[src/design/uvsp_pkg.sv]
`default_nettype none
// ----------------------------------------------------------------------------
// uvsp_pkg
// Shared types and fixed widths of the texture-space surface point lookup.
// ----------------------------------------------------------------------------
package uvsp_pkg;

   localparam int POS_W       = 24;              // Q16.8 position
   localparam int TEX_W       = 16;              // Q0.16 texture coordinate
   localparam int EDGE_W      = TEX_W + 1;       // texture difference
   localparam int PROD_W      = 2 * EDGE_W + 1;  // sum or difference of edge products
   localparam int MAG_W       = 2 * EDGE_W;      // magnitude operand of mul unit
   localparam int MUL_HALF    = MAG_W / 2;
   localparam int MAG2_W      = 2 * MAG_W;
   localparam int SHIFT_W     = 5;
   localparam int DEG_W       = MAG2_W + (1 << SHIFT_W) - 1;
   localparam int TOL_W       = 16;
   localparam int NU_W        = PROD_W + 2;
   localparam int CMP_W       = NU_W + TOL_W + 1;
   localparam int WEIGHT_FRAC = 24;
   localparam int DIVN_W      = PROD_W + WEIGHT_FRAC;
   localparam int DIVC_W      = $clog2(DIVN_W);
   localparam int WGT_W       = WEIGHT_FRAC + 5;
   localparam int BPROD_W     = POS_W + WGT_W;
   localparam int ACC_W       = BPROD_W + 2;
   localparam int RND_W       = ACC_W - WEIGHT_FRAC;
   localparam int SAT_W       = 34;
   localparam int CSR_IDX_W   = 1;
   localparam int CSR_DATA_W  = 16;
   localparam int REQ_DATA_W  = 3 * POS_W + 2 * TEX_W;
   localparam int RSP_DATA_W  = 3 * POS_W;

   localparam logic [CSR_IDX_W-1:0] CSR_EDGE_TOL     = 1'd0;
   localparam logic [CSR_IDX_W-1:0] CSR_DEGEN_SHIFT  = 1'd1;
   localparam logic [TOL_W-1:0]     EDGE_TOL_RESET   = 16'd66;
   localparam logic [SHIFT_W-1:0]   DEGEN_SHIFT_RESET = 5'd13;

   typedef enum logic [1:0] {
      CMD_CLEAR = 2'd0,
      CMD_LOAD  = 2'd1,
      CMD_QUERY = 2'd2
   } cmd_type;

   typedef enum logic [1:0] {
      STAT_OK   = 2'd0,
      STAT_HIT  = 2'd1,
      STAT_MISS = 2'd2,
      STAT_FULL = 2'd3
   } status_type;

   // x in the lowest bits, matching the request data layout
   typedef struct packed {
      logic        [TEX_W-1:0] v;
      logic        [TEX_W-1:0] u;
      logic signed [POS_W-1:0] z;
      logic signed [POS_W-1:0] y;
      logic signed [POS_W-1:0] x;
   } vertex_type;

endpackage
`default_nettype wire

[src/design/uvsp_mul.sv]
`default_nettype none
// ----------------------------------------------------------------------------
// uvsp_mul
// Unsigned 34x34 multiplier, one 17x17 partial product per cycle.
// ----------------------------------------------------------------------------
module uvsp_mul (
   input  wire logic                          clock,
   input  wire logic                          reset,
   input  wire logic                          start,
   input  wire logic [uvsp_pkg::MAG_W-1:0]    a,
   input  wire logic [uvsp_pkg::MAG_W-1:0]    b,
   output      logic                          done,
   output      logic [uvsp_pkg::MAG2_W-1:0]   prod
);
   import uvsp_pkg::*;

   logic [MAG_W-1:0]    a_ff, b_ff;
   logic [MAG2_W-1:0]   acc_ff;
   logic [1:0]          step_ff;
   logic                busy_ff, done_ff;
   logic [MUL_HALF-1:0] op_a, op_b;
   logic [MAG_W-1:0]    pp;
   logic [MAG2_W-1:0]   pp_sh;

   assign op_a = step_ff[1] ? a_ff[MAG_W-1:MUL_HALF] : a_ff[MUL_HALF-1:0];
   assign op_b = step_ff[0] ? b_ff[MAG_W-1:MUL_HALF] : b_ff[MUL_HALF-1:0];
   assign pp   = op_a * op_b;

   always_comb begin
      case (step_ff)
         2'd0:    pp_sh = MAG2_W'(pp);
         2'd3:    pp_sh = MAG2_W'(pp) << (2 * MUL_HALF);
         default: pp_sh = MAG2_W'(pp) << MUL_HALF;
      endcase
   end

   always_ff @(posedge clock) begin
      if (reset) begin
         busy_ff <= 1'b0;
         done_ff <= 1'b0;
         step_ff <= 2'd0;
      end else begin
         done_ff <= busy_ff && !start && (step_ff == 2'd3);
         if (start) begin
            a_ff    <= a;
            b_ff    <= b;
            acc_ff  <= '0;
            step_ff <= 2'd0;
            busy_ff <= 1'b1;
         end else if (busy_ff) begin
            acc_ff  <= acc_ff + pp_sh;
            step_ff <= step_ff + 2'd1;
            if (step_ff == 2'd3) begin
               busy_ff <= 1'b0;
            end
         end
      end
   end

   assign done = done_ff;
   assign prod = acc_ff;

endmodule
`default_nettype wire

[config.mk]
export PLATFORM = sky130hd
export DESIGN_NAME = uvsp_mul
export DESIGN_NICKNAME = d
export VERILOG_FILES = /design/src/design/uvsp_pkg.sv /design/src/design/uvsp_mul.sv
export SDC_FILE = /design/constraint.sdc
export NUM_CORES = 1
export LEC_CHECK = 0
export ABC_AREA = 0
export BUFFER_PORTS_ARGS = -buffer_cell sky130_fd_sc_hd__buf_4
export CAP_MARGIN = 25
export CORE_MARGIN = 2
export CORE_UTILIZATION = 35
export CTS_BUF_LIST = sky130_fd_sc_hd__clkbuf_4 sky130_fd_sc_hd__clkbuf_8
export DETAILED_ROUTE_END_ITERATION = 10
export SETUP_SLACK_MARGIN = 0.02
export SLEW_MARGIN = 20
export SYNTH_ARGS = -nofsm -noshare
export SYNTH_HDL_FRONTEND = slang
export SYNTH_SLANG_ARGS = --single-unit
[constraint.sdc]
create_clock -name clock -period 8.6 [get_ports clock]
set_input_delay 0.86 -clock clock [delete_from_list [all_inputs] [get_ports clock]]
set_output_delay 0.86 -clock clock [all_outputs]
set_load 0.005 [all_outputs]
## After elaboration in Yosys (flattened, before gate mapping)

Cells that the tools add are included.

- RAM bits: 0
- Output and inout bits: 69
- Memories kept: 0
- Logic and storage cells: 26
- Flip-flop bits (word level): 140
- Bits in latches: 0
- Bits in read-only memories: 0
- Input bits: 71

- Shifts and indexed selects: 0
- Divide/modulo/power cells: 0
- Muxes and demuxes: 7
- Multipliers: 1
- Eq/ne operators: 1
- Add/sub/neg operators: 2
- Bitwise operators: 1
- Magnitude comparators: 0
- Reductions and logical operators: 8

Operator list:

| cell | count |
|---|---|
| one-hot mux 68 bit (2 select lines) | 1 |
| adder 68 bit | 1 |
| two-way mux 68 bit | 1 |
| multiplier 17 x 17 -> 34 bit | 1 |
| two-way mux 17 bit | 2 |
| AND reduction 2 bit | 2 |
| two-way mux 1 bit | 3 |
| adder 2 x 1 -> 2 bit (second input constant) | 1 |
| == test 2 bit (second input constant) | 1 |
| logical AND 1 bit | 2 |
| zero test 2 bit | 1 |
| nonzero test 2 bit | 1 |
| OR reduction 2 bit | 1 |
| zero test 1 bit | 1 |
| NOT 1 bit | 1 |

## Depth between registers and ports, before layout

Gate-level depths: netlist of run 1.

- Word-level depth: 5
- Depth in mapped cells: 40
- Mapped depth without buffers: 36

## Worst setup path after synthesis of run 1

No wires, ideal clock.

- Path type: reg-to-reg
- Start: register step_ff[1]
- End: register acc_ff[67] (netlist: prod[67]) (data pin)
- Stages on the path, launching flop included: 39
- Period minus slack after synthesis: 9445 ps
- Data arrival time: 9179 ps
- Setup time: 266 ps
- Required time: 8334 ps
- Slack: -845 ps
- Buffers on the path: 5
- Path through: dfxtp_1 clkbuf_1 clkbuf_1 buf_1 mux2i_1 nor2_1 fa_1 inv_1 fa_1 fa_1 inv_1 fa_1 fa_1 inv_1 fa_1 inv_1 ha_1 clkbuf_1 [... 3 more ...] a2bb2oi_2 nor2b_1 o21ai_0 nand2b_1 xor2_1 a22o_1 ha_1 buf_2 nand4_2 or3_4 nor2_2 o2111ai_1 a2111o_1 a211oi_2 nor3b_1 o31ai_2 xor2_1 nor2_1

- Longest elaborated chain between the ends: 5
- Elaborated cells between the ends (all ways): 7
- Classes of those cells: add/sub: 1; mul: 1; eq/ne: 1; mux: 3; reduce/logical: 1

Ends and longest elaborated chain:

| element | RTL line | RTL |
|---|---|---|
| from (decl) | uvsp_mul.sv:19 | `logic [1:0] step_ff;` |
| from (signal assigned) | uvsp_mul.sv:52 | `step_ff <= step_ff + 2'd1;` |
| two-way mux 17 bit | uvsp_mul.sv:25 | `assign op_a = step_ff[1] ? a_ff[MAG_W-1:MUL_HALF] : a_ff[MUL_HALF-1:0];` |
| multiplier 17 x 17 -> 34 bit | uvsp_mul.sv:27 | `assign pp = op_a * op_b;` |
| one-hot mux 68 bit (2 select lines) * | uvsp_mul.sv:30 | `case (step_ff)` |
| adder 68 bit * | uvsp_mul.sv:51 | `acc_ff <= acc_ff + pp_sh;` |
| two-way mux 68 bit * | uvsp_mul.sv:50 | `end else if (busy_ff) begin` |
| to (signal assigned) | uvsp_mul.sv:51 |  |
| to (decl) | uvsp_mul.sv:18 | `logic [MAG2_W-1:0] acc_ff;` |

Mark *: on every way between the ends. The rest lies on a longest branch, timed or not. The select of a mux whose other input is x is not followed.
A chain may end at the register's enable or synchronous reset.

## Worst setup path in the final report of run 1

- Start: register step_ff[0]
- End: register acc_ff[63] (netlist: prod[63]) (data pin)

- Longest elaborated chain between the ends: 5
- Elaborated cells between the ends (all ways): 7
- Classes of those cells: add/sub: 1; mul: 1; eq/ne: 1; mux: 3; reduce/logical: 1

Ends and longest elaborated chain:

| element | RTL line | RTL |
|---|---|---|
| two-way mux 17 bit | uvsp_mul.sv:26 | `assign op_b = step_ff[0] ? b_ff[MAG_W-1:MUL_HALF] : b_ff[MUL_HALF-1:0];` |
| multiplier 17 x 17 -> 34 bit | uvsp_mul.sv:27 |  |
| one-hot mux 68 bit (2 select lines) * | uvsp_mul.sv:30 |  |
| adder 68 bit * | uvsp_mul.sv:51 |  |
| two-way mux 68 bit * | uvsp_mul.sv:50 |  |

Marks and branches as above.

==> out/metrics.csv, run 1 <==
metric,value,unit
violations,negative setup slack,
overflow,0,
status,"complete, but fails checks",
rr_worst_depth,35,
grt_first_pass_wirelength,99.30,mm
min_period,8927,ps
h-tree-depth,4,
cts_buffers,17,
dp_hpwl,53.09,mm
dr_total_vias,17487,
portBuffers,139,
numClockSinks,140,
fin_ws,-327.1,ps
min_delay_path_depth,1,
ios,140,
syn-num-nets,2577,
worstMarginPinSlew,1112,ps
track_usage,22.99,%
cpLargestDelayFamily,adder cells,
r2r_setup_slack,-330,ps
root_buffer,clkbuf_8,
cts_tree,built,
viasPerCell,5.192,
final_max_slew_viol_count,0,
drc,0,
core,54030,sq um
worstSetupStartpoint,step_ff[0]$_SDFFE_PP0P_,
cp-end-kind,flip-flop,
critPathBufInv,6,
cp.required,8890,ps
drt-total-wl,65.60,mm
min_from,b[18],
place_congestion,0.9283,
path_depth,35,
path_max_fanout,7,
first_iter_violations,1141,
grt_pass1_vias,18112,
die_area,56740,sq um
clockBufferDepth,2,
worst_path_most_repeated_cell,fa_1,
die-width,238.2,um
syn_inst,2104,
worstSetupPathType,flip-flop to flip-flop,
finalCritPeriodShare,103.8,%
synth_seq_cells,140,
max_slew_margin,25.89,%
syn_area_per_cell,9.124,sq um
ys_warn_count,0,
synthDistinctLibCells,85,
firstDrtPassIters,7,
clock_skew,22.65,ps
max_cap_viol_count,0,
r2r_start,step_ff[0]$_SDFFE_PP0P_,
crit_arrival,9220,ps
seq_area_frac_synth,21.69,%
holdPathEnd,b_ff[18]$_DFFE_PP_,
start_kind,flip-flop,
synthArstFlopShare,0,%
hold_violations,0,
antenna_left,0,
syn-cell-area,19200,sq um
finalSetupViolCount,22,
num-nets-final,3129,
start_util,35.53,%
row_count,85,
grt_max_degree,69,
areaGrowthSynthToFinish,38.34,%
rsz0062_at_grt,true,
clk-insertion-delay-late,560,ps
max_freq,0.1120,GHz
crit_slowest_cell,fa_1,
synth_edf_count,136,
fin_hold_ws,463.9,ps
grt_antenna_before_repair,7,
netlist.area_leader.share,23.46,%
clk_pin_slew,100,ps
r2r_end,prod[63]$_SDFFCE_PP0P_,
max_stage_delay,570,ps
hold_class,input port to flip-flop,
yosysTopAreaCell,fa_1,
synthTopCellsByArea,"fa_1 23%, edfxtp_1 21%, ha_1 12%, inv_1 6.2%, nor2_1 4.8%",
synth_ff_type,edfxtp_1,
layout-drive-gt1-share,34.15,%
die_h,238.2,um
wire_per_inst,19.48,um
-- worst register-to-register path: cells and delay by family (launching register included) --
kind | cells | cell delay [ps]
buf+inv | 6 | 650
flops | 1 | 470
simple gates | 9 | 1190
mux | 1 | 340
compound gates | 10 | 2290
fa+ha+maj | 8 | 3550
xor+xnor | 1 | 160
-- per-stage QoR --
step,utilization [%],setup TNS [ps],area (sq um),cells,setup slack (ps)
2_1_floorplan,-,0,19480,2104,0.1616
3_5_place_dp,44.27,-17950,23920,3250,-864.1
3_3_place_gp,44.27,-12400,23920,3250,-694.4
4_1_cts,46.87,-5048,25320,3320,-341.2
6_report,49.16,-3285,26560,3368,-327.1
5_1_grt,49.15,-11790,26560,3367,-568.4
-- synthesized netlist by cell type (25+ instances only) --
master / count
nand4_1: 27
xor2_1: 34
o21ai_0: 55
a21oi_1: 105
edfxtp_1: 136
ha_1: 177
mux2_2: 36
and2_1: 35
mux2i_1: 31
nor2_1: 247
xnor2_1: 54
a22o_1: 25
clkbuf_1: 64
nand2_1: 244
a21o_1: 48
fa_1: 225
inv_1: 315
-- cell type report --
type / instances / area [sq um]
fillers: 5044 / 27470
multi-input cells: 1571 / 15060
repair buffers: 611 / 4886
flip-flops and latches: 140 / 4172
inverters: 315 / 1182
well taps: 696 / 870.8
clock buffers: 17 / 234.0
clock inverters: 14 / 145.1
diodes: 4 / 10.01
-- registers in the layout (all words and copies together), names as in the netlist --
signal and flops:
done 1, step_ff 2, busy_ff 1, prod 68
b_ff 34, a_ff 34
-- worst max path at each step --
| stage | slack, ps | endpoint |
|---|---|---|
| 4_1_cts | -340 | prod[63]$_SDFFCE_PP0P_ |
| 3_5_place_dp | -860 | prod[61]$_SDFFCE_PP0P_ |
| 5_1_grt | -570 | prod[63]$_SDFFCE_PP0P_ |
| 6_report | -330 | prod[63]$_SDFFCE_PP0P_ |
| 3_3_place_gp | -690 | prod[61]$_SDFFCE_PP0P_ |
| 2_1_floorplan | 0.2 | prod[67]$_SDFFCE_PP0P_ |
-- routing by layer --
| metal | vias up | GRT usage (%) | wire length [um] |
|---|---|---|---|
| met5 | - | 0 | 31 |
| met4 | 6 | 10.25 | 2706 |
| met3 | 143 | 5.298 | 4312 |
| met2 | 585 | 37.43 | 31480 |
| met1 | 8656 | 29.13 | 27070 |
| li1 | 8097 | - | - |
-- cells by family (layout without fill, tap and decap cells) --
group           Yosys count  after routing  share of synthesized area [%]
buf+inv                 394            957                          7.847
simple gates            647            647                          14.63
xor+xnor                 88             88                          4.015
other cells               0              4                              0
mux                      68             69                          3.787
compound gates          365            365                          13.04
fa+ha+maj               402            402                          35.00
flops                   140            140                          21.69
-- layout by cell type (no fill, tap or decap), types with 26 or more instances in the layout --
cell type and instances:
a21oi_1 75, fa_1 219, edfxtp_1 136, ha_1 147, and2_1 33, xnor2_1 41, buf_4 563, a21oi_2 26
nand2_1 237, inv_1 301, o21ai_0 27, buf_6 31, nand4_1 27, nor2_1 229, a21o_1 48, xor2_1 29
-- timing repair --
action,CTS,global route
pin swaps,78,121
setup endpoints to repair,40,42
buffers inserted,39,49
hold buffers,0,0
cloned,2,1
gates resized for setup,144,191
Power of run 1 is left out: the tool's default activity adds up to more than one toggle a clock period on the data nets, which glitch-free logic cannot reach.
==> run 2: changes to the inputs <==
--- a/config.mk
+++ b/config.mk
@@ -8,9 +8,9 @@
 export ABC_AREA = 0
 export BUFFER_PORTS_ARGS = -buffer_cell sky130_fd_sc_hd__buf_4
 export CAP_MARGIN = 25
-export CORE_MARGIN = 2
+export CORE_MARGIN = 1
 export CORE_UTILIZATION = 35
-export CTS_BUF_LIST = sky130_fd_sc_hd__clkbuf_4 sky130_fd_sc_hd__clkbuf_8
+export CTS_BUF_LIST = sky130_fd_sc_hd__clkbuf_16
 export DETAILED_ROUTE_END_ITERATION = 10
 export SETUP_SLACK_MARGIN = 0.02
 export SLEW_MARGIN = 20
==> run 2 against run 1 <==
Compared with the run above: the flow still finishes with violations (negative setup slack); global-route usage is 0.59 points higher; first-iteration DRC count rose by 2.5%; die area down 1.7%; sequential cell count unchanged; register-to-register slack got worse by 50 ps; maximum frequency fell by 0.60%; sequential share of layout area decreased by 0.19 points; core utilization is 0.57 points higher; final cell count rose by 0.77%; non-clock buffer count grew 27; worst setup slack got worse by 54 ps; largest cell class unchanged.
==> out/metrics.csv, run 2 (synthesized netlist as in run 1, its figures left out) <==
metric,value,unit,change
status,"complete, but fails checks",,
violations,negative setup slack,,
cp-end-kind,flip-flop,,
final_cell_mix,"598 x buf_4, 301 x inv_1, 231 x nand2_1, 230 x nor2_1, 217 x fa_1",,
antenna_left,0,,unchanged
h-tree-depth,4,,unchanged
clk-insertion-delay-late,510,ps,-50 ps
clockBufferDepth,2,,unchanged
min_period,8981,ps,+53.51 ps
drc,0,,unchanged
wl_met2,31.73,mm,+0.79%
fin_hold_ws,528.2,ps,+64.30 ps
drt-total-wl,65.27,mm,-0.50%
max_stage_delay,580,ps,about the same
crit_slowest_cell,fa_1,,
finalCritPeriodShare,104.4,%,+0.62 points
postLayoutCellArea,26870,sq um,+1.2%
max_freq,0.1114,GHz,-0.60%
track_usage,23.57,%,+0.59 points
path_max_fanout,6,,-1
hold_violations,0,,unchanged
r2r_end,prod[63]$_SDFFCE_PP0P_,,
grt_max_degree,69,,unchanged
first_iter_violations,1169,,+2.5%
clock_skew,21.39,ps,-1.260 ps
grt_antenna_before_repair,4,,-3
portBuffers,139,,unchanged
dp_hpwl,52.53,mm,-1.1%
max_slew_margin,31.89,%,+6.0 points
core,54030,sq um,unchanged
root_buffer,clkbuf_16,,
cts_buffers,17,,unchanged
post_dp_cell_area,24200,sq um,+1.2%
cp.required,8820,ps,-70 ps
areaGrowthSynthToFinish,39.95,%,
worst_path_most_repeated_cell,fa_1,,
worstSetupPathType,flip-flop to flip-flop,,
place_congestion,0.9249,,-0.37%
start_util,35.53,%,unchanged
final_max_slew_viol_count,0,,unchanged
rsz0062_at_grt,true,,
grt_pass1_vias,18028,,-0.46%
min_delay_path_depth,1,,unchanged
numClockSinks,140,,unchanged
start_kind,flip-flop,,
grt_first_pass_wirelength,100.9,mm,+1.6%
worstMarginPinSlew,1022,ps,-89.97 ps
max_cap_viol_count,0,,unchanged
finalSetupViolCount,30,,+36%
crit_arrival,9200,ps,-20 ps
clk_pin_slew,80,ps,-20 ps
wl_met1,27.57,mm,+1.9%
viasPerCell,5.174,,-0.35%
final_common_cell,buf_4,,
num-nets-final,3155,,+0.83%
route.met3.wl,3.951,mm,-8.4%
fin_util,49.73,%,+0.57 points
overflow,0,,unchanged
rr_worst_depth,34,,-2.9%
ios,140,,unchanged
holdPathEnd,a_ff[0]$_DFFE_PP_,,
r2r_start,step_ff[1]$_SDFFE_PP0P_,,
dr.max_layer_used,met5,,
die-width,236.2,um,-0.84%
die_h,236.2,um,-0.84%
dr_total_vias,17561,,+0.42%
hold_class,input port to flip-flop,,
r2r_setup_slack,-380,ps,-50 ps
die_area,55790,sq um,-1.7%
row_count,85,,unchanged
cts_tree,built,,
fin_ws,-380.6,ps,-53.51 ps
firstDrtPassIters,6,,-1
layout-drive-gt1-share,34.88,%,+0.73 points
largest_register_ffs,68,,unchanged
wire_per_inst,19.23,um,-1.3%
min_from,a[0],,
==> run 2: changes by cell type in the layout (fill, tap and decap cells not counted), moves of 6 or more <==
cell	before	now
nand2_1	237	231
buf_4	563	598
o21ai_1	19	13
clkbuf_16	0	18
clkbuf_8	17	0
==> run 2: stage by stage <==
step / std cells / worst slack [ps] / TNS (ps)
after floorplan: 2104 / 0.1616 / 0
after global placement: 3279 / -585.4 / -11340
after detailed placement: 3279 / -670.0 / -14520
after CTS: 3366 / -370.8 / -3978
after global routing: 3393 / -549.9 / -13810
final: 3394 / -380.6 / -5733
==> run 2: critical path: cells and delay by family (launching register included) <==
kind / cells / cell delay [ps]
buffers and inverters: 6 / 670
XOR/XNOR: 2 / 360
adder cells (fa/ha/maj): 8 / 3590
flip-flops: 1 / 410
AO/OA/AOI/OAI: 9 / 2290
multiplexers: 1 / 310
AND/OR/NAND/NOR: 8 / 1020
==> run 2: cell type report <==
type	instances	area (sq um)
Antenna cell	3	7.507
Clock buffer	17	425.4
Clock inverter	15	162.7
Fill cell	5019	27160
Inverter	315	1182
Multi-Input combinational cell	1570	14980
Sequential cell	140	4169
Tap cell	696	870.8
Timing Repair Buffer	638	5069
==> run 2: what timing repair did <==
item	4_1_cts	5_1_grt
pin swaps	81	75
hold buffers	0	0
setup buffers	54	24
setup endpoints to repair	39	42
gates resized for setup	180	123
gates cloned	2	1
==> run 2: worst max-delay path by stage <==
stage / from / to / slack [ps]
5_1_grt: step_ff[1]$_SDFFE_PP0P_ / prod[64]$_SDFFCE_PP0P_ / -550
2_1_floorplan: step_ff[0]$_SDFFE_PP0P_ / prod[67]$_SDFFCE_PP0P_ / 0.2
6_report: step_ff[1]$_SDFFE_PP0P_ / prod[63]$_SDFFCE_PP0P_ / -380
3_3_place_gp: step_ff[1]$_SDFFE_PP0P_ / prod[64]$_SDFFCE_PP0P_ / -590
3_5_place_dp: step_ff[1]$_SDFFE_PP0P_ / prod[64]$_SDFFCE_PP0P_ / -670
4_1_cts: step_ff[1]$_SDFFE_PP0P_ / prod[67]$_SDFFCE_PP0P_ / -370
==> run 2: metal layers <==
metal	GRT usage, %	up-vias
met5	0	-
met4	8.245	2
met3	4.248	105
met2	39.04	552
met1	30.83	8740
li1	-	8162
Power of run 2 is left out for the same reason.
