===== config.mk =====
export PLATFORM = sky130hd
export DESIGN_NAME = uvsp_div
export DESIGN_NICKNAME = d
export VERILOG_FILES = /design/src/design/uvsp_pkg.sv /design/src/design/uvsp_div.sv
export SDC_FILE = /design/constraint.sdc
export NUM_CORES = 1
export LEC_CHECK = 0
export ABC_CLOCK_PERIOD_IN_PS = 9170
export BUFFER_PORTS_ARGS = -buffer_cell sky130_fd_sc_hd__buf_4
export CORE_MARGIN = 1
export CORE_UTILIZATION = 35
export CTS_BUF_LIST = sky130_fd_sc_hd__clkbuf_16
export DETAILED_ROUTE_END_ITERATION = 10
export GPL_ROUTABILITY_DRIVEN = 0
export PLACE_DENSITY = 0.58
export SLEW_MARGIN = 20
export SYNTH_ARGS = -nofsm -noshare
export SYNTH_HDL_FRONTEND = slang
export SYNTH_SLANG_ARGS = --single-unit

===== constraint.sdc =====
create_clock -name clock -period 9.17 [get_ports clock]
set_input_delay 0 -clock clock [delete_from_list [all_inputs] [get_ports clock]]
set_output_delay 0 -clock clock [all_outputs]
set_load 0.005 [all_outputs]

===== src/design/uvsp_pkg.sv =====
`default_nettype none
// ----------------------------------------------------------------------------
// uvsp_pkg
// Shared types and fixed widths of the texture-space surface point lookup.
// ----------------------------------------------------------------------------
package uvsp_pkg;

   localparam int POS_W       = 24;              // Q16.8 position
   localparam int TEX_W       = 16;              // Q0.16 texture coordinate
   localparam int EDGE_W      = TEX_W + 1;       // texture difference
   localparam int PROD_W      = 2 * EDGE_W + 1;  // sum or difference of edge products
   localparam int MAG_W       = 2 * EDGE_W;      // magnitude operand of mul unit
   localparam int MUL_HALF    = MAG_W / 2;
   localparam int MAG2_W      = 2 * MAG_W;
   localparam int SHIFT_W     = 5;
   localparam int DEG_W       = MAG2_W + (1 << SHIFT_W) - 1;
   localparam int TOL_W       = 16;
   localparam int NU_W        = PROD_W + 2;
   localparam int CMP_W       = NU_W + TOL_W + 1;
   localparam int WEIGHT_FRAC = 24;
   localparam int DIVN_W      = PROD_W + WEIGHT_FRAC;
   localparam int DIVC_W      = $clog2(DIVN_W);
   localparam int WGT_W       = WEIGHT_FRAC + 5;
   localparam int BPROD_W     = POS_W + WGT_W;
   localparam int ACC_W       = BPROD_W + 2;
   localparam int RND_W       = ACC_W - WEIGHT_FRAC;
   localparam int SAT_W       = 34;
   localparam int CSR_IDX_W   = 1;
   localparam int CSR_DATA_W  = 16;
   localparam int REQ_DATA_W  = 3 * POS_W + 2 * TEX_W;
   localparam int RSP_DATA_W  = 3 * POS_W;

   localparam logic [CSR_IDX_W-1:0] CSR_EDGE_TOL     = 1'd0;
   localparam logic [CSR_IDX_W-1:0] CSR_DEGEN_SHIFT  = 1'd1;
   localparam logic [TOL_W-1:0]     EDGE_TOL_RESET   = 16'd66;
   localparam logic [SHIFT_W-1:0]   DEGEN_SHIFT_RESET = 5'd13;

   typedef enum logic [1:0] {
      CMD_CLEAR = 2'd0,
      CMD_LOAD  = 2'd1,
      CMD_QUERY = 2'd2
   } cmd_type;

   typedef enum logic [1:0] {
      STAT_OK   = 2'd0,
      STAT_HIT  = 2'd1,
      STAT_MISS = 2'd2,
      STAT_FULL = 2'd3
   } status_type;

   // x in the lowest bits, matching the request data layout
   typedef struct packed {
      logic        [TEX_W-1:0] v;
      logic        [TEX_W-1:0] u;
      logic signed [POS_W-1:0] z;
      logic signed [POS_W-1:0] y;
      logic signed [POS_W-1:0] x;
   } vertex_type;

endpackage
`default_nettype wire


===== src/design/uvsp_div.sv =====
`default_nettype none
// ----------------------------------------------------------------------------
// uvsp_div
// Restoring unsigned divider, one quotient bit per cycle.
// ----------------------------------------------------------------------------
module uvsp_div (
   input  wire logic                          clock,
   input  wire logic                          reset,
   input  wire logic                          start,
   input  wire logic [uvsp_pkg::DIVN_W-1:0]   num,
   input  wire logic [uvsp_pkg::MAG_W-1:0]    den,
   output      logic                          done,
   output      logic [uvsp_pkg::DIVN_W-1:0]   quo
);
   import uvsp_pkg::*;

   logic [DIVN_W-1:0] num_ff;   // numerator shifts out, quotient shifts in
   logic [MAG_W-1:0]  den_ff, rem_ff;
   logic [DIVC_W-1:0] cnt_ff;
   logic              busy_ff, done_ff;
   logic [MAG_W:0]    trial;
   logic              fits;

   assign trial = {rem_ff, num_ff[DIVN_W-1]};
   assign fits  = trial >= {1'b0, den_ff};

   always_ff @(posedge clock) begin
      if (reset) begin
         busy_ff <= 1'b0;
         done_ff <= 1'b0;
         cnt_ff  <= '0;
      end else begin
         done_ff <= busy_ff && !start && (cnt_ff == DIVC_W'(DIVN_W - 1));
         if (start) begin
            num_ff  <= num;
            den_ff  <= den;
            rem_ff  <= '0;
            cnt_ff  <= '0;
            busy_ff <= 1'b1;
         end else if (busy_ff) begin
            rem_ff <= fits ? MAG_W'(trial - {1'b0, den_ff}) : trial[MAG_W-1:0];
            num_ff <= {num_ff[DIVN_W-2:0], fits};
            cnt_ff <= cnt_ff + DIVC_W'(1);
            if (cnt_ff == DIVC_W'(DIVN_W - 1)) begin
               busy_ff <= 1'b0;
            end
         end
      end
   end

   assign done = done_ff;
   assign quo  = num_ff;

endmodule
`default_nettype wire


==> After elaboration in Yosys (flattened, before gate mapping) <==
Cells that the tools add are included.
{ "totals": {"reg_bits": 135, "in_bits": 96, "word_cells": 25, "output_inout_bits": 60} }
{ "op_classes": {"reduce_logical": 7, "bitwise_logic": 1, "n_eq_ne": 1, "n_addsub": 2, "n_lt_le_gt_ge": 1, "n_mux": 7} }
{ "ops": {"columns": ["op", "count"], "rows": [
  ["2-to-1 mux 59 bit", 2],
  ["2-to-1 mux 34 bit", 2],
  ["greater-or-equal comparator 35 x 34 -> 1 bit", 1],
  ["subtractor 34 bit", 1],
  ["adder 6 x 1 -> 6 bit, second input constant", 1],
  ["equality test 6 bit, second input constant", 1],
  ["AND reduction 2 bit", 2],
  ["2-to-1 mux 1 bit", 3],
  ["logical AND 1 bit", 2],
  ["nonzero test 2 bit", 1],
  ["OR reduction 2 bit", 1],
  ["logical NOT 1 bit", 1],
  ["NOT 1 bit", 1]
]} }

==> Longest topological paths before layout <==
Gate-level depths: netlist of the first run.
{ "logic_depth": {"word_depth": 4, "ltp_mapped": 14, "mapped_depth_nobuf": 13} }

==> Worst setup path after synthesis of the first run <==
Ideal clock, no wire load.
{ "synth_timing": {"path_kind": "input to register", "startpoint": "in start", "endpoint": "reg num_ff[0] (netlist: quo[0]), enable pin", "path_buffers": 3, "path_slack_ps": 3805, "t_required_ps": 8625, "cell_stages": 5, "arrival_ps": 4820, "setup_time_ps": 545, "cell_sequence": "clkbuf_1 -> clkbuf_1 -> buf_1 -> nor2_1 -> nor2_1"} }
{ "synth_via": {"elab_chain_cells": 2} }
{ "synth_rtl": {"columns": ["element", "line", "source"], "rows": [
  ["start, declared", "uvsp_div.sv:9", "input wire logic start,"],
  ["nonzero test 2 bit (no line)", null, null],
  ["AND reduction 2 bit (no line)", null, null],
  ["end signal, assigned", "uvsp_div.sv:35", "num_ff <= num;"],
  ["end signal, assigned", "uvsp_div.sv:42", "num_ff <= {num_ff[DIVN_W-2:0], fits};"],
  ["end, declared", "uvsp_div.sv:17", "logic [DIVN_W-1:0] num_ff;"]
]} }
No other way between the ends.
A chain may end at the register's enable or synchronous reset.

==> Worst setup path in the final report of the first run <==
{ "layout_timing": {"startpoint": "reg rem_ff[11]", "endpoint": "reg rem_ff[25], data pin"} }
{ "layout_via": {"elab_chain_cells": 3, "word_cells_on_any_way": 4, "cone_classes": "add/sub: 1; order compare: 1; mux: 2"} }
{ "layout_rtl": {"columns": ["element", "line", "source"], "rows": [
  ["start, declared", "uvsp_div.sv:18", "logic [MAG_W-1:0] den_ff, rem_ff;"],
  ["start signal, assigned", "uvsp_div.sv:41", "rem_ff <= fits ? MAG_W'(trial - {1'b0, den_ff}) : trial[MAG_W-1:0];"],
  ["subtractor 34 bit / greater-or-equal comparator 35 x 34 -> 1 bit (equally long branches)", "uvsp_div.sv:41, uvsp_div.sv:25", null],
  ["2-to-1 mux 34 bit *", "uvsp_div.sv:41", null],
  ["2-to-1 mux 34 bit *", "uvsp_div.sv:40", "end else if (busy_ff) begin"]
]} }
Mark *: on every way between the ends. The rest lies on a longest branch, timed or not. The select of a mux whose other input is x is not followed.

==> key figures, run 1 <==
Placement
  – Setup WS pre-CTS: 5.265 ns
  – I/O Buffers: 155
  – Detailed Place HPWL: ~12000 um

STA
  – Setup tns final: 0 ns
  – Worst Skew: between 0.01 and 0.015 ns
  – FMAX: 258.4 MHz
  – Setup ws final: 5.299 ns
  – Final Hold Fails: 0
  – # setup viols final: 0
  – Fin crit share: 42.21%
  – Relative slew slack: 30.89%
  – Unrepaired setup endpoints after global routing: false
  – Worst Max-Slew Pin Slew: just over 1 ns
  – Pins Over Slew Limit: 0
  – Crit path time final: 3.871 ns

Synthesis
  – Synth Flop Type: edfxtp_1
  – Asr flop ratio synth: 0%
  – Cell Area, Synth: 7420 sq um
  – Avg Cell Area, Syn: ~12 sq um
  – Cells after Synth: 610
  – Number of flops mapped to enable cells by yosys: around 130
  – Seq/Total Area, Yosys: a little over half
  – #FFs+latches synth: 135
  – Syn Nets: 743
  – Unique masters post-synth: 52
  – Synth warnings: 0

CTS
  – H-tree depth: 4
  – Postcts setup bufs: 0
  – Clk slew on worst S/H paths: 0.07 ns
  – Clock root buffer: clkbuf_16
  – Clock Path Buffers: 2
  – Hold Buf Count CTS: 94
  – PostCTS Resize Cnt: 0
  – Clk_lat worst skew: 0.43 ns
  – CTS tree: built
  – TritonCTS Buffers: 17
  – CTS sink count: 135

Worst hold path
  – Min-delay src: start
  – Worst hold path cell count: 2
  – Hold WC Path Type: in2reg
  – End of the worst hold path: rem_ff[30]$_SDFFCE_PP0P_

GRT
  – Global-route wire length before repair: 30150 um
  – Total track usage: between 10% and 20%
  – Initial antenna violation count: 0
  – Vias in the first global route: 6124
  – GRT overflow: 0
  – Largest net degree at the start of global routing: 59

Run
  – Max-Cap Viols: 0

Final layout
  – Area delta synth->final: 39.70%
  – Most frequent cells in the layout: 158 x buf_4, 127 x edfxtp_1, 94 x dlygate4sd3_1
  – Filler Cell Count: 1784
  – Share of cells above drive strength 1: 31.84%
  – Fin nets: 990
  – Most common cell after layout, fill and taps aside: buf_4
  – Diode count: 0

Critical path
  – CP Buf/Inv Count: 1
  – Critical path's top delay family: compound AO/OA/AOI/OAI gates
  – Reg-to-reg endpoint: rem_ff[25]$_SDFFCE_PP0P_
  – CP Class: reg2reg
  – Worst R2R Setup Slack: 5.30 ns
  – Setup crit start kind: register
  – CP arrival: around 4 ns
  – Critical path fanouts, max: 23
  – Worst path slowest cell: o21ai_4
  – Slowest stage delay, CP: 0.65 ns
  – Critical path cell sequence: ha_1 > nand4_1 > a2111oi_4 > o21ai_2 > nand3_2 > a221oi_2 > o41a_1 > o21ai_4 > buf_4 > mux2i_1 > nor2_1
  – Crit path capture type: register
  – Worst R2R Start: rem_ff[11]$_SDFFCE_PP0P_
  – CP Data Required Time: between 9 and 10 ns
  – Reg2reg path depth: 11

Floorplanning
  – Die height: 147.6 um
  – Initial core utilization: 36.20%
  – Ports: 156
  – Chip width: 147.6 um
  – Core Footprint: 20490 sq um
  – Row cnt: 52
  – Die footprint: 21790 sq um

Routing
  – DR iter-0 viols: 236
  – DRC: 0
  – Wirelength per Cell: 16.27 um
  – Via density per instance: 4.951
  – Vias: 5644
  – ANT nets after route: 0
  – Total Routed Length: 18540 um
  – 1st-pass router iterations: 5

Power
  – Worst VDD drop: 0.1126 mV
  – P_leak: 0.004262 uW
  – Pwr per Cell Area: around 180 nW/um^2

Status
  – Status: finished, final reports clean
==> stage by stage <==
stage               hold WS [ns]  total power (uW)  instances  area, sq um  util, %
finish                    0.1138              1895       1140        10360    50.57
global route              0.1273              1985       1140        10360    50.57
CTS                       0.1115              1908       1140        10360    50.57
detailed placement        0.1794              1190       1014         8845    43.16
global placement          0.1801              1182       1013         8825    43.06
floorplan                0.07931              1070        610         7420        -
==> cells by family after synthesis <==
kind of cell               synth area share [%]
and+or+nand+nor                           8.061
adders and majority gates                 6.341
muxes                                     11.79
xor gates and xnor gates                  4.250
buffers and inverters                     4.233
AOI/OAI and AO/OA                         11.77
DFF                                       53.56
==> final cells by class <==
class	count	area, sq um	share of cell area (%)
Clock buffer	17	425.4	4.104
Clock inverter	15	153.9	1.485
Tap cell	270	337.8	3.259
Multi-Input combinational cell	404	3154	30.43
Sequential cell	135	3974	38.34
Inverter	46	172.7	1.666
Timing Repair Buffer	253	2147	20.71
==> power by group <==
part / switching [uW] / internal [uW] / total [uW]
clock: 318 / 364 / 682
combinational: 231 / 221 / 452
sequential: 24.2 / 736 / 761
total: 573 / 1320 / 1890
==> worst max-delay path by stage <==
| stage | from | to | cells past startpoint |
|---|---|---|---|
| floorplan | start | quo[0]$_DFFE_PP_ | 5 |
| global placement | rem_ff[11]$_SDFFCE_PP0P_ | rem_ff[25]$_SDFFCE_PP0P_ | 11 |
| detailed placement | rem_ff[11]$_SDFFCE_PP0P_ | rem_ff[25]$_SDFFCE_PP0P_ | 11 |
| CTS | rem_ff[11]$_SDFFCE_PP0P_ | rem_ff[25]$_SDFFCE_PP0P_ | 11 |
| global route | rem_ff[11]$_SDFFCE_PP0P_ | rem_ff[25]$_SDFFCE_PP0P_ | 11 |
| finish | rem_ff[11]$_SDFFCE_PP0P_ | rem_ff[25]$_SDFFCE_PP0P_ | 11 |
==> metal layers <==
| layer | wire, um | up-vias | share of wire (%) | GRT usage [%] |
|---|---|---|---|---|
| met3 | 1288 | 25 | 6.9 | 5.586 |
| met1 | 8139 | 2672 | 44 | 21.13 |
| li1 | - | 2748 | - | - |
| met5 | 0 | - | 0 | 0 |
| met4 | 299 | 0 | 1.6 | 5.876 |
| met2 | 8816 | 199 | 48 | 29.69 |
==> synth_stat cells, types with 3 or more instances <==
cell type,number,share of area [%]
clkbuf_1,15,0.76
a31oi_1,6,0.51
nand4_1,9,0.76
a211oi_2,12,2.0
xnor2_1,25,3.0
nor2_1,59,3.0
nand2b_1,4,0.34
mux2i_1,21,2.8
nor3_1,6,0.40
a21oi_1,38,2.6
nor4_1,3,0.25
ha_1,36,6.1
and3_1,4,0.34
a21o_1,11,1.1
o21bai_1,5,0.51
nand2_1,30,1.5
o21a_1,4,0.40
dfxtp_1,8,2.2
o211ai_1,5,0.51
mux2_2,59,9.0
o21ai_0,21,1.4
inv_1,46,2.3
xor2_1,11,1.3
edfxtp_1,127,51
nand3_1,6,0.40
==> sequential cells by signal, indices dropped and copies added (netlist names) <==
signal	flops
busy_ff	1
cnt_ff	6
den_ff	34
done	1
quo	59
rem_ff	34
==> worst reg2reg max path: stages (launching register included) <==
cell and delay, ns:
edfxtp_1 0.42, ha_1 0.45, nand4_1 0.19, a2111oi_4 0.35, o21ai_2 0.14, nand3_2 0.10
a221oi_2 0.08, o41a_1 0.43, o21ai_4 0.65, buf_4 0.48, mux2i_1 0.27, nor2_1 0.06
Power figures use the tool's default switching activity.
==> run 2: changes to the inputs <==
Settings changed: ABC_AREA set to 1, ABC_CLOCK_PERIOD_IN_PS 9170 to 3500, PLACE_DENSITY 0.58 to 0.6.
Clock period 9.17 ns to 3.5 ns, I/O delays scaled along.
==> key figures, run 2 <==
Status
  – Status: finished, final reports clean

Power
  – Clock power frac: 34.7%
  – P_leak: between 0.005 and 0.006 uW
  – NetSw: 1837 uW
  – Comb power frac: 28.4%
  – Worst VDD drop: 0.3176 mV
  – Sequential share of power: 36.9%
  – P_int: 3757 uW
  – Switch share: 32.84%
  – Pwr per Cell Area: 493.8 nW/um^2

Synthesis
  – Ranking of synthesized cells by area: edfxtp_1 46%, nand2_1 21%, inv_1 7.5%
  – Cell Area, Synth: between 8000 and 9000 sq um
  – Syn Nets: 1212
  – Synth Flop Type: edfxtp_1
  – Synth area leader: edfxtp_1
  – Number of flops mapped to enable cells by yosys: about 130
  – Synth cell count leaders: 465 x nand2_1, 166 x inv_1, 127 x edfxtp_1, 103 x nor2_1, 36 x ha_1
  – Top-count cell post-synth: nand2_1
  – Cells after Synth: 1079
  – Seq/Total Area, Yosys: 47.95%
  – Asr flop ratio synth: 0%
  – #FFs+latches synth: 135
  – Post-synth top area share: a little under half
  – Unique masters post-synth: 32
  – Synth warnings: 0
  – Avg Cell Area, Syn: between 7 and 8 sq um

Critical path
  – Reg2reg path depth: 10
  – Critical path fanouts, max: 46
  – CP arrival: ~3 ns
  – Crit path capture type: register
  – Worst R2R Start: rem_ff[15]$_SDFFCE_PP0P_
  – Worst R2R Setup Slack: 0.66 ns
  – CP Data Required Time: 3.68 ns
  – Setup crit start kind: register
  – Reg-to-reg endpoint: rem_ff[9]$_SDFFCE_PP0P_
  – CP Class: reg2reg

STA
  – # setup viols final: 0
  – Crit path time final: 2.836 ns
  – Setup ws final: 0.6635 ns
  – Worst Skew: 0.01070 ns
  – Relative slew slack: 44.89%
  – Setup tns final: 0 ns
  – Unrepaired setup endpoints after global routing: false
  – Pins Over Slew Limit: 0
  – FMAX: 352.6 MHz
  – Final Hold Fails: 0
  – Worst Max-Slew Pin Slew: 0.8266 ns
  – Fin crit share: 81.04%

Floorplanning
  – Core Footprint: approximately 23000 sq um
  – Chip width: roughly 160 um
  – Die height: 155.9 um
  – Row cnt: 55
  – Ports: 156
  – Initial core utilization: 36.16%
  – Die footprint: 24300 sq um

GRT
  – Global-route wire length before repair: 36370 um
  – Initial antenna violation count: 0
  – Largest net degree at the start of global routing: 82
  – GRT overflow: 0
  – Vias in the first global route: between 7000 and 8000
  – Total track usage: 19.29%

Routing
  – DR iter-0 viols: 429
  – Via density per instance: 4.520
  – DRC: 0
  – ANT nets after route: 0
  – Vias: around 7500
  – 1st-pass router iterations: 5
  – Total Routed Length: between 20000 and 25000 um
  – Wirelength per Cell: approximately 14 um

CTS
  – TritonCTS Buffers: 17
  – Clk slew on worst S/H paths: roughly 0.070 ns
  – Clk_lat worst skew: 0.42 ns
  – CTS sink count: 135
  – CTS tree: built
  – Clock Path Buffers: 2
  – Clock root buffer: clkbuf_16
  – H-tree depth: 4
  – Postcts setup bufs: 0

Worst hold path
  – Hold WC Path Type: in2reg
  – Worst hold path cell count: 2
  – End of the worst hold path: den_ff[3]$_DFFE_PP_
  – Min-delay src: den[3]

Final layout
  – Most common cell after layout, fill and taps aside: nand2_1
  – Area delta synth->final: 36.72%
  – Most frequent cells in the layout: 464 x nand2_1, 167 x inv_1, 158 x buf_4
  – Fin nets: 1462
  – Share of cells above drive strength 1: 16.17%
  – Filler Cell Count: approximately 2200
  – Diode count: 0
  – Max FFs per register: between 50 and 60

Placement
  – I/O Buffers: 155
  – Detailed Place HPWL: 15890 um
  – Setup WS pre-CTS: around 0.64 ns

Run
  – Max-Cap Viols: 0
## run 2: cell count changes in the layout (fill, tap and decap cells not counted), moves of 11 or more
cell,delta
mux2i_1,-21
nand3_1,+15
mux2_2,-59
inv_1,+121
nor2_2,+11
xnor2_1,-23
a21oi_1,-11
a21o_1,-11
o21bai_1,+17
o21ai_0,-12
a211oi_2,-12
nand2_1,+434
nor2_1,+45
## run 2: cell type report
type,count,area [sq um],area share [%]
flip-flops and latches,135,3974,35.07
repair buffers,254,2157,19.04
inverters,169,636.9,5.621
clock inverters,15,192.7,1.701
well taps,313,391.6,3.457
multi-input cells,752,3552,31.35
clock buffers,17,425.4,3.755
## run 2: kinds of logic after synthesis
group | share of synthesized area (%)
and+or+nand+nor | 30.97
AOI/OAI and AO/OA | 4.348
DFF | 47.95
adders and majority gates | 5.677
xor gates and xnor gates | 1.691
buffers and inverters | 9.361
## run 2: worst max-delay path by stage
stage | startpoint | to | slack (ns) | cells past startpoint
floorplan | start | quo[0]$_DFFE_PP_ | 0.44 | 5
global placement | rem_ff[14]$_SDFFCE_PP0P_ | rem_ff[20]$_SDFFCE_PP0P_ | 0.63 | 10
detailed placement | rem_ff[14]$_SDFFCE_PP0P_ | rem_ff[5]$_SDFFCE_PP0P_ | 0.64 | 10
CTS | rem_ff[14]$_SDFFCE_PP0P_ | rem_ff[5]$_SDFFCE_PP0P_ | 0.63 | 10
global route | rem_ff[14]$_SDFFCE_PP0P_ | rem_ff[20]$_SDFFCE_PP0P_ | 0.39 | 10
finish | rem_ff[15]$_SDFFCE_PP0P_ | rem_ff[9]$_SDFFCE_PP0P_ | 0.66 | 10
## run 2: timing repair
action	4_1_cts	5_1_grt
resized for setup	0	0
hold buffers	95	0
endpoints found under the setup margin	0	0
endpoints found under the hold margin	101	0
## run 2: metrics by stage
step / instance area (sq um) / instances / util [%] / power, uW / hold WS (ns)
2_1_floorplan: 8292 / 1079 / - / 3132 / 0.09887
3_3_place_gp: 9761 / 1528 / 42.59 / 3579 / 0.1789
3_5_place_dp: 9761 / 1528 / 42.59 / 3590 / 0.1795
4_1_cts: 11330 / 1655 / 49.44 / 5621 / 0.2824
5_1_grt: 11330 / 1655 / 49.44 / 5923 / 0.2782
6_report: 11330 / 1655 / 49.44 / 5595 / 0.2974
## run 2: critical path, stage by stage (launching register included)
cell,delay [ns]
edfxtp_1,0.42
ha_1,0.39
nand2_1,0.14
nor2_1,0.28
nand2_1,0.11
nor2_1,0.19
a21oi_1,0.16
nand2_4,0.43
inv_4,0.24
nor2_1,0.16
nor2_1,0.06
## run 2: power by group through the flow
stage	combinational, uW	clock (uW)	sequential, uW
floorplan	1050	0	2080
global placement	1480	0	2090
detailed placement	1490	0	2100
CTS	1580	1970	2070
global route	1790	2040	2090
finish	1590	1940	2070
## run 2: metal layers
metal  part of all wire, %  GRT usage [%]  up-vias  routed length (um)
met1                    46          23.94     3342               10420
met4                   1.6          5.415        0                 354
met3                   7.0          5.861       28                1573
met2                    45          32.27      250               10290
li1                      -              -     3861                   -
met5                     0              0        -                   0
